[config.mk]
export PLATFORM = sky130hd
export DESIGN_NAME = cpt_ctrl
export DESIGN_NICKNAME = d
export VERILOG_FILES = /design/src/hw/rtl/cpt_pkg.sv /design/src/hw/rtl/cpt_ctrl.sv
export SDC_FILE = /design/constraint.sdc
export NUM_CORES = 1
export LEC_CHECK = 0
export BUFFER_PORTS_ARGS = -buffer_cell sky130_fd_sc_hd__buf_4
export CORE_MARGIN = 8
export CORE_UTILIZATION = 32
export CTS_BUF_LIST = sky130_fd_sc_hd__clkbuf_16
export DETAILED_ROUTE_END_ITERATION = 7
export MAX_ROUTING_LAYER = met4
export PLACE_DENSITY = 0.59
export SLEW_MARGIN = 30
export SYNTH_ARGS = -nofsm -noshare
export SYNTH_HDL_FRONTEND = slang
export SYNTH_SLANG_ARGS = --single-unit
[constraint.sdc]
create_clock -name clk -period 1.3 [get_ports clk]
set_input_delay 0.13 -clock clk [delete_from_list [all_inputs] [get_ports clk]]
set_output_delay 0.13 -clock clk [all_outputs]
set_load 0.02 [all_outputs]
[src/hw/rtl/cpt_pkg.sv]
// Shared types and codes for the connection port table.
`timescale 1ns / 1ps
`default_nettype none
package cpt_pkg;

	// Operation codes carried on func
	localparam logic [2:0] FUNC_ADD_V4 = 3'd0;
	localparam logic [2:0] FUNC_ADD_V6 = 3'd1;
	localparam logic [2:0] FUNC_LOOKUP = 3'd2;
	localparam logic [2:0] FUNC_REMOVE = 3'd3;
	localparam logic [2:0] FUNC_CLEAR  = 3'd4;

	// Result status codes
	localparam logic [1:0] ST_OK   = 2'd0;
	localparam logic [1:0] ST_MISS = 2'd1;
	localparam logic [1:0] ST_FULL = 2'd2;

	localparam int PORT_W = 16;

	// One stored connection, minus its key
	typedef struct packed {
		logic        is_v6;
		logic [31:0] src_ip;
		logic [63:0] dest_hi;
		logic [63:0] dest_lo;
		logic [15:0] orig_port;
		logic [7:0]  proxy;
	} entry_t;

	// Controller to datapath
	typedef struct packed {
		logic capture;     // latch the transaction and compare its key
		logic encode;      // resolve match and free vectors to indexes
		logic exec;        // issue the entry read
		logic write_entry; // store the entry at the hit or free slot
		logic drop_entry;  // free the hit slot
		logic clear_all;   // free every slot
		logic load_out;    // load the result register
		logic show;        // result carries the found entry
	} cmd_t;

	// Datapath to controller
	typedef struct packed {
		logic [2:0] func;
		logic       hit;
		logic       free_avail;
	} dp_status_t;

endpackage
`default_nettype wire

[src/hw/rtl/cpt_ctrl.sv]
// Controller: sequences each transaction and owns the handshakes and status.
`timescale 1ns / 1ps
`default_nettype none
module cpt_ctrl (
	input  wire logic                clk,
	input  wire logic                arst_n,
	input  wire logic                in_valid,
	output logic                     in_ready,
	output logic                     out_valid,
	input  wire logic                out_ready,
	output logic [1:0]               status,
	input  wire cpt_pkg::dp_status_t dp_st,
	output cpt_pkg::cmd_t            cmd
);
	import cpt_pkg::*;

	typedef enum logic [1:0] {
		S_IDLE,
		S_ENC,
		S_EXEC,
		S_DONE
	} state_t;

	state_t     state_q;
	logic       out_valid_q;
	logic [1:0] code_q;
	logic       show_q;
	logic [1:0] status_q;

	logic [1:0] code_d;
	logic       show_d;

	assign in_ready  = (state_q == S_IDLE);
	assign out_valid = out_valid_q;
	assign status    = status_q;

	always_comb begin
		cmd             = '0;
		code_d          = ST_MISS;
		show_d          = 1'b0;
		cmd.capture     = (state_q == S_IDLE) && in_valid;
		cmd.encode      = (state_q == S_ENC);
		cmd.exec        = (state_q == S_EXEC);
		cmd.load_out    = (state_q == S_DONE) && (!out_valid_q || out_ready);
		cmd.show        = show_q;
		if (state_q == S_EXEC) begin
			unique case (dp_st.func) inside
				FUNC_ADD_V4, FUNC_ADD_V6: begin
					cmd.write_entry = dp_st.hit || dp_st.free_avail;
					code_d = (dp_st.hit || dp_st.free_avail) ? ST_OK : ST_FULL;
				end
				FUNC_LOOKUP: begin
					show_d = dp_st.hit;
					code_d = dp_st.hit ? ST_OK : ST_MISS;
				end
				FUNC_REMOVE: begin
					cmd.drop_entry = dp_st.hit;
					code_d = dp_st.hit ? ST_OK : ST_MISS;
				end
				FUNC_CLEAR: begin
					cmd.clear_all = 1'b1;
					code_d = ST_OK;
				end
				default: begin
					code_d = ST_MISS;
				end
			endcase
		end
	end

	always_ff @(posedge clk or negedge arst_n) begin
		if (!arst_n) begin
			state_q     <= S_IDLE;
			out_valid_q <= 1'b0;
			code_q      <= ST_OK;
			show_q      <= 1'b0;
			status_q    <= ST_OK;
		end else begin
			// a new result replaces the one taken in the same cycle
			if (cmd.load_out) begin
				out_valid_q <= 1'b1;
			end else if (out_ready) begin
				out_valid_q <= 1'b0;
			end
			unique case (state_q)
				S_IDLE: begin
					if (in_valid) begin
						state_q <= S_ENC;
					end
				end
				S_ENC: begin
					state_q <= S_EXEC;
				end
				S_EXEC: begin
					code_q  <= code_d;
					show_q  <= show_d;
					state_q <= S_DONE;
				end
				S_DONE: begin
					// hold until the result register is free
					if (cmd.load_out) begin
						status_q    <= code_q;
						state_q     <= S_IDLE;
					end
				end
				default: begin
					state_q <= S_IDLE;
				end
			endcase
		end
	end

endmodule
`default_nettype wire

==> results.py, run 1 <==
metrics = {
    "clock_network": {
        "numCtsBuffers": 3,
        "cts_sinks": 8,
        "htree_num_levels": 1,
        "cts_tree": "done",
        "clk_pin_slew_ns": 0.04,
        "clock_latency_ns": 0.23,
        "cts_buffer_depth": 2,
        "cts_root_buffer": "clkbuf_16",
    },
    "floorplan": {
        "dieArea_sq_mm": 0.00300,
        "coreArea_sq_mm": 0.00145,
        "fp-row-count": 14,
        "initial_core_util_pct": 33.1,
        "die_h_microns": 54.8,
        "dieWidth_microns": 54.8,
        "boundaryPins": 21,
    },
    "worst_hold_path": {
        "min_path_type": "in -> reg",
        "hp-start": "out_ready",
        "min_path_cells": 3,
    },
    "critical_path": {
        "worstReg2RegStart": "state_q[1]",
        "crit_chain": "buf_6 -> inv_4 -> ha_4 -> inv_2 -> o22ai_4 -> mux2_4",
        "worstSetupStartpointType": "flip-flop",
        "cp_top_family": "flip-flops",
        "crit_required_ns": 1.41,
        "cpMaxStageDelayCell": "dfrtp_2",
        "end_kind": "flip-flop",
        "critPathLaunch": "state_q[1]",
        "worstPathArrival_ns": 1.51,
        "timing.rr.end": "state_q[1]",
        "worstSetupPathType": "reg -> reg",
        "critPathBufInv": 3,
        "reg2reg_depth": 6,
        "worstSetupEndpoint": "state_q[1]",
        "reg2reg_slack_ns": -0.1,
        "cp.depth": 6,
        "worstPathMaxFanout": 3,
        "cpPeakStageDelay_ns": 0.43,
    },
    "timing": {
        "rsz0062_at_grt": "yes",
        "finClkSkew_ns": 0.00510,
        "fin_crit_sh_pct": 107,
        "setup_viol": 9,
        "drv_slew": 0,
        "finalHoldViolCount": 0,
        "period_minus_slack_ns": 1.40,
        "slew_headroom_pct": 82.9,
        "fmax_ghz": 0.716,
        "timing.final.ws_setup_ns": -0.0970,
        "tightest_slew_ns": 0.254,
    },
    "detailed_routing": {
        "drc_errors": 0,
        "ant_nets": 0,
        "num_vias": 428,
        "routedWlPerCell_microns": 14.0,
        "drt_iter0_markers": 1,
        "wl_microns": 1300,
        "vias_per_cell": 4.60,
        "first_pass_iters": 4,
    },
    "pwr": {
        "peakVddDrop_mv": 1.26,
        "p_per_area_mw_per_mm2": 2620,
        "p_leak_nw": 0.453,
    },
    "yosys": {
        "synth_cell_type_count": 22,
        "syn_area_per_cell_sq_um": 10.7,
        "synth_top_area_share_pct": 41.6,
        "ys_seq_area_share_pct": 41.6,
        "ys_top_cells_by_area": "dfrtp_1, ha_1, mux2_2",
        "syn_area_sq_um": 482,
        "netlist_instances": 45,
        "synthTopCellsByCount": "dfrtp_1, inv_1, ha_1, mux2_2, nor2_1",
        "synth_ff_type": "dfrtp_1",
        "async_flop_share_pct": 100,
        "synth_edf_count": 0,
        "synth-seq-cells": 8,
        "yosys_warnings": 0,
        "synth_most_common_cell": "dfrtp_1",
        "synth_nets": 59,
        "yosysTopAreaCell": "dfrtp_1",
    },
    "global_routing": {
        "globalRoute.busiestLayer": "met2",
        "antenna_found_initial": 0,
        "grt_use_total_pct": 9.77,
        "met1_usage_pct": 11.1,
        "grt_pass1_wl_microns": 2010,
        "grt_pass1_vias": 449,
        "use_met2_pct": 16.0,
        "grt_overflow": 0,
        "grt_max_degree": 9,
        "use_met3_pct": 1.63,
    },
    "outcome": {
        "outcome": "complete, but fails checks",
        "violations": "negative setup slack",
    },
    "cells_and_area": {
        "final_util_pct": 63.4,
        "final_nets": 93,
        "drive_gt1_share_pct": 67.5,
        "finalInstanceArea_sq_um": 922,
        "diodes": 0,
        "syn_to_final_growth_pct": 91.4,
    },
    "placement": {
        "numPortBuffers": 20,
        "dp_hpwl_microns": 878,
        "post_dp_cell_area_sq_um": 724,
        "gp_congestion": 0.709,
    },
    "run": {
        "cap_violations": 0,
    },
}
## flip-flops by register name, summed over array words and instances, names as in the netlist
signal	count
out_valid	1
status	2
code_q	2
state_q	2
show_q	1
## stage by stage
stage / setup TNS [ns] / total power [mW] / cells / setup WS [ns] / hold slack (ns)
5_1_grt: -1.02 / 2.57 / 93 / -0.152 / 0.230
3_5_place_dp: 0 / 1.55 / 82 / 0.000968 / -0.0463
6_report: -0.540 / 2.42 / 93 / -0.0970 / 0.223
3_3_place_gp: 0 / 1.54 / 82 / 0.0236 / -0.0475
2_1_floorplan: -0.0299 / 1.21 / 45 / -0.0299 / -0.166
4_1_cts: -0.602 / 2.31 / 92 / -0.100 / 0.218
## worst min path at each step
stage / endpoint
floorplan: code_q[0]
global placement: out_valid
detailed placement: out_valid
CTS: out_valid
global route: out_valid
finish: out_valid
## report_power, final
| group | internal [mW] | switching (mW) |
|---|---|---|
| clock | 0.397 | 0.123 |
| sequential | 0.367 | 0.0890 |
| combinational | 0.789 | 0.649 |
## kinds of logic (layout without fill, tap and decap cells)
kind of cell	Yosys count	in the layout	share of synthesized area (%)
flops	8	8	41.6
fa+ha+maj	5	5	13.0
compound gates	4	4	5.97
simple gates	13	13	16.9
mux	6	6	14.5
buf+inv	9	41	8.05
## worst min-delay path, stage by stage
cell and delay, ns:
buf_4 0.07, nand2b_4 0.14, nand2_1 0.06
## what timing repair did
action,4_1_cts,5_1_grt
endpoints found under the setup margin,8,11
buffers inserted,6,1
resized for setup,6,8
hold buffers,1,0
hold endpoints to repair,8,0
gates cloned,0,0
pin swaps,2,1
## layout by cell type, fill, tap and decap left out
cell type      instances
nor4_1                 1
inv_4                  1
dfrtp_1                7
buf_4                 23
inv_1                  3
nand2b_4               1
inv_2                  3
buf_6                  7
mux2_2                 4
nor4bb_4               1
dlygate4sd3_1          1
dfrtp_2                1
ha_4                   4
ha_1                   1
o22ai_1                1
mux2_4                 1
nand3b_1               1
nor4b_4                1
nor2_1                 4
and2_1                 1
mux2i_1                1
nand2_1                2
o21ai_0                1
nand2_4                1
clkbuf_16              3
a21oi_1                1
o22ai_4                1
## layout make-up
| cell class | instances | area (sq um) |
|---|---|---|
| repair buffers | 31 | 262 |
| inverters | 7 | 28.8 |
| multi-input cells | 28 | 335 |
| fillers | 122 | 532 |
| clock buffers | 3 | 75.1 |
| flip-flops and latches | 8 | 201 |
| well taps | 16 | 20.0 |
## routing by layer
| layer | wire (microns) | share of wire (%) |
|---|---|---|
| met4 | 0 | 0 |
| met2 | 703 | 54 |
| met5 | 0 | 0 |
| met3 | 46 | 3.5 |
| met1 | 551 | 42 |
Power figures use the tool's default switching activity.
==> inputs of run 2 (changes only) <==
Settings changed: RECOVER_POWER from default to 100.
==> results.py, run 2 (synthesis results as in run 1) <==
metrics = {
    "placement": {
        "post_dp_cell_area_sq_um": 724,
        "dp_hpwl_microns": 878,
        "numPortBuffers": 20,
        "gp_congestion": 0.709,
    },
    "cells_and_area": {
        "syn_to_final_growth_pct": 87.5,
        "layout_common_cells": "buf_4, dfrtp_1, buf_6",
        "final_util_pct": 62.1,
        "drive_gt1_share_pct": 61.0,
        "diodes": 0,
        "final_nets": 93,
        "finalInstanceArea_sq_um": 903,
        "final_common_cell": "buf_4",
    },
    "pwr": {
        "combPwrFrac_pct": 58.9,
        "seq_power_share_pct": 19.2,
        "peakVddDrop_mv": 1.26,
        "p_int_mw": 1.51,
        "clkPwrFrac_pct": 21.9,
        "p_per_area_mw_per_mm2": 2620,
        "p_leak_nw": 0.434,
        "p_sw_mw": 0.861,
        "sw_frac_of_total_pct": 36.3,
        "power.total_mw": 2.37,
    },
    "clock_network": {
        "cts_root_buffer": "clkbuf_16",
        "cts_sinks": 8,
        "cts_tree": "done",
        "clk_pin_slew_ns": 0.04,
        "cts_buffer_depth": 2,
        "numCtsBuffers": 3,
        "clock_latency_ns": 0.23,
        "htree_num_levels": 1,
    },
    "timing": {
        "period_minus_slack_ns": 1.40,
        "tightest_slew_ns": 0.456,
        "finalHoldViolCount": 0,
        "timing.final.ws_setup_ns": -0.0973,
        "holdWs_ns": 0.223,
        "fin_crit_sh_pct": 107,
        "drv_slew": 0,
        "finClkSkew_ns": 0.00488,
        "rsz0062_at_grt": "yes",
        "setup_viol": 9,
        "slew_headroom_pct": 69.6,
        "fmax_ghz": 0.716,
    },
    "detailed_routing": {
        "first_pass_iters": 4,
        "wl_microns": 1300,
        "drt_iter0_markers": 1,
        "routedWlPerCell_microns": 14.0,
        "drc_errors": 0,
        "ant_nets": 0,
        "vias_per_cell": 4.59,
        "num_vias": 427,
    },
    "floorplan": {
        "dieArea_sq_mm": 0.00300,
        "die_h_microns": 54.8,
        "fp-row-count": 14,
        "initial_core_util_pct": 33.1,
        "dieWidth_microns": 54.8,
        "coreArea_sq_mm": 0.00145,
        "boundaryPins": 21,
    },
    "run": {
        "cap_violations": 0,
    },
    "worst_hold_path": {
        "min_path_type": "in -> reg",
    },
    "global_routing": {
        "antenna_found_initial": 0,
        "grt_pass1_vias": 449,
        "grt_max_degree": 9,
        "grt_overflow": 0,
        "grt_pass1_wl_microns": 2010,
        "grt_use_total_pct": 9.77,
    },
    "critical_path": {
        "worstPathMaxFanout": 3,
        "worstPathArrival_ns": 1.51,
        "crit_required_ns": 1.41,
        "worstSetupStartpointType": "flip-flop",
        "worstSetupPathType": "reg -> reg",
        "end_kind": "flip-flop",
    },
    "outcome": {
        "outcome": "complete, but fails checks",
        "violations": "negative setup slack",
    },
}
[run 2: routing by layer]
metal	part of all wire, %	track usage [%]
met2	54	16.0
met3	3.8	1.63
met1	42	11.1
met5	0	-
met4	0	4.92
[run 2: cell type report]
| class | count | area (sq um) |
|---|---|---|
| sequential | 8 | 201 |
| multi-input combinational | 28 | 335 |
| timing repair buffer | 31 | 243 |
| fill | 123 | 551 |
| inverter | 7 | 28.8 |
| tap | 16 | 20.0 |
| clock buffer | 3 | 75.1 |
[run 2: worst paths after layout]
kind / startpoint / endpoint / slack [ns] / depth (start not counted)
min in group asynchronous: arst_n / state_q[0] / 0.36 / 2
worst max register to register: state_q[1] / state_q[1] / -0.1 / 6
worst min-delay path: out_ready / out_valid / 0.22 / 3
worst min register to register: show_q / show_q / 0.50 / 1
worst max-delay path: state_q[1] / state_q[1] / -0.1 / 6
max in group asynchronous: arst_n / state_q[1] / 0.60 / 2
[run 2: worst max-delay path: stages (launching register included)]
cell,delay [ns]
dfrtp_2,0.43
buf_6,0.13
inv_4,0.06
ha_4,0.13
inv_2,0.04
o22ai_4,0.16
mux2_4,0.32
[run 2: through the flow]
step | TNS (ns) | setup WS, ns | cells
global placement | 0 | 0.0236 | 82
detailed placement | 0 | 0.000968 | 82
global route | -1.02 | -0.152 | 93
floorplan | -0.0299 | -0.0299 | 45
CTS | -0.602 | -0.100 | 92
finish | -0.537 | -0.0973 | 93
[run 2: power by group through the flow]
stage          clock, mW  sequential [mW]  combinational [mW]
2_1_floorplan          0            0.500               0.711
3_3_place_gp           0            0.449                1.09
3_5_place_dp           0            0.452                1.10
4_1_cts            0.528            0.442                1.34
5_1_grt            0.544            0.473                1.51
6_report           0.520            0.455                1.39
[run 2: what timing repair did]
| item | CTS | global route |
|---|---|---|
| hold buffers | 1 | 0 |
| endpoints found under the hold margin | 8 | 0 |
| pin swaps | 2 | 1 |
| resized for setup | 6 | 8 |
| setup buffers | 6 | 1 |
| endpoints found under the setup margin | 8 | 11 |
==> inputs of run 3 (changes only) <==
Settings changed: CELL_PAD_IN_SITES_DETAIL_PLACEMENT from default to 1, CELL_PAD_IN_SITES_GLOBAL_PLACEMENT from default to 2, CORE_UTILIZATION 32 to 23, PLACE_DENSITY 0.59 to 0.69.
==> results.py, run 3 (synthesis results as in run 1) <==
metrics = {
    "timing": {
        "drv_slew": 0,
        "finClkSkew_ns": 0.00179,
        "rsz0062_at_grt": "yes",
        "setup_viol": 10,
        "tightest_slew_ns": 0.428,
        "fin_crit_sh_pct": 108,
        "slew_headroom_pct": 71.5,
        "period_minus_slack_ns": 1.41,
        "fmax_ghz": 0.711,
        "finalHoldViolCount": 0,
        "timing.final.ws_setup_ns": -0.107,
    },
    "global_routing": {
        "antenna_found_initial": 0,
        "grt_overflow": 0,
        "grt_pass1_wl_microns": 2060,
        "grt_max_degree": 9,
        "grt_use_total_pct": 7.66,
        "grt_pass1_vias": 461,
    },
    "floorplan": {
        "die_h_microns": 61.8,
        "boundaryPins": 21,
        "initial_core_util_pct": 24.6,
        "coreArea_sq_mm": 0.00196,
        "dieArea_sq_mm": 0.00381,
        "dieWidth_microns": 61.8,
        "fp-row-count": 16,
    },
    "cells_and_area": {
        "final_util_pct": 47.4,
        "final_nets": 94,
        "filler_cell_count": 235,
        "drive_gt1_share_pct": 62.8,
        "diodes": 0,
        "layout_common_cells": "buf_4, buf_6, dfrtp_1",
        "final_common_cell": "buf_4",
        "syn_to_final_growth_pct": 93.0,
    },
    "detailed_routing": {
        "routedWlPerCell_microns": 13.4,
        "drt_iter0_markers": 4,
        "ant_nets": 0,
        "first_pass_iters": 2,
        "wl_microns": 1410,
        "vias_per_cell": 4.27,
        "drc_errors": 0,
        "num_vias": 448,
    },
    "outcome": {
        "violations": "negative setup slack",
        "outcome": "complete, but fails checks",
    },
    "pwr": {
        "clkPwrFrac_pct": 21.0,
        "seq_power_share_pct": 18.5,
        "combPwrFrac_pct": 60.5,
        "peakVddDrop_mv": 1.35,
        "power.total_mw": 2.41,
        "p_sw_mw": 0.854,
        "p_leak_nw": 0.441,
        "p_per_area_mw_per_mm2": 2600,
        "p_int_mw": 1.56,
        "sw_frac_of_total_pct": 35.4,
    },
    "clock_network": {
        "cts_tree": "done",
        "cts_root_buffer": "clkbuf_16",
        "cts_sinks": 8,
        "numCtsBuffers": 3,
        "clock_latency_ns": 0.23,
        "cts_buffer_depth": 2,
        "htree_num_levels": 1,
        "clk_pin_slew_ns": 0.04,
    },
    "placement": {
        "dp_hpwl_microns": 943,
        "numPortBuffers": 20,
        "gp_congestion": 0.703,
    },
    "critical_path": {
        "worstPathMaxFanout": 3,
        "reg2reg_slack_ns": -0.11,
        "crit_required_ns": 1.41,
        "worstSetupStartpointType": "flip-flop",
        "worstSetupPathType": "reg -> reg",
        "worstPathArrival_ns": 1.52,
        "end_kind": "flip-flop",
    },
    "worst_hold_path": {
        "min_path_type": "in -> reg",
    },
    "run": {
        "cap_violations": 0,
    },
}
[run 3: path summary, 6_finish.rpt]
path,start,end,depth (start not counted)
max,state_q[1],state_q[1],6
min,out_ready,out_valid,3
max reg2reg,state_q[1],state_q[1],6
min reg2reg,show_q,show_q,1
max in group asynchronous,arst_n,code_q[1],2
min in group asynchronous,arst_n,status[1],2
[run 3: critical path, cell delays in order (launching register included)]
cell	delay, ns
dfrtp_1	0.41
buf_6	0.15
inv_6	0.06
ha_4	0.15
inv_2	0.04
o22ai_4	0.16
mux2_4	0.31
[run 3: cell type report]
class                           instances  area (sq um)  share of cell area [%]
Clock buffer                            3          75.1                    8.08
Inverter                                7          31.3                    3.36
Multi-Input combinational cell         28           328                    35.3
Sequential cell                         8           200                    21.5
Tap cell                               27          33.8                    3.63
Timing Repair Buffer                   32           262                    28.1
[run 3: metrics by stage]
stage	instance area [sq um]	TNS, ns	hold slack (ns)	std cells	worst slack (ns)
after global routing	930	-1.01	0.230	105	-0.181
final	930	-0.561	0.225	105	-0.107
after CTS	883	-0.470	0.207	102	-0.0897
after detailed placement	731	-0.0253	-0.0464	92	-0.0253
after global placement	731	-0.00856	-0.0478	92	-0.00856
after floorplan	553	-0.0299	-0.166	45	-0.0299
[run 3: repair_timing]
item	4_1_cts	5_1_grt
resized for setup	7	11
pin swaps	1	3
buffers inserted	6	3
hold buffers	1	0
hold endpoints to repair	8	0
setup endpoints to repair	7	12
[run 3: power by group through the flow]
stage | clock, mW | combinational (mW) | sequential, mW
after CTS | 0.513 | 1.31 | 0.446
after global routing | 0.531 | 1.56 | 0.464
after floorplan | 0 | 0.711 | 0.500
after global placement | 0 | 1.07 | 0.451
after detailed placement | 0 | 1.09 | 0.456
final | 0.506 | 1.46 | 0.447
[run 3: routing by layer]
layer	wire, microns	vias to the layer above	global-route usage (%)
li1	-	213	-
met1	521	224	7.39
met2	803	9	13.7
met3	65	2	1.44
met4	19	0	4.87
met5	0	-	-
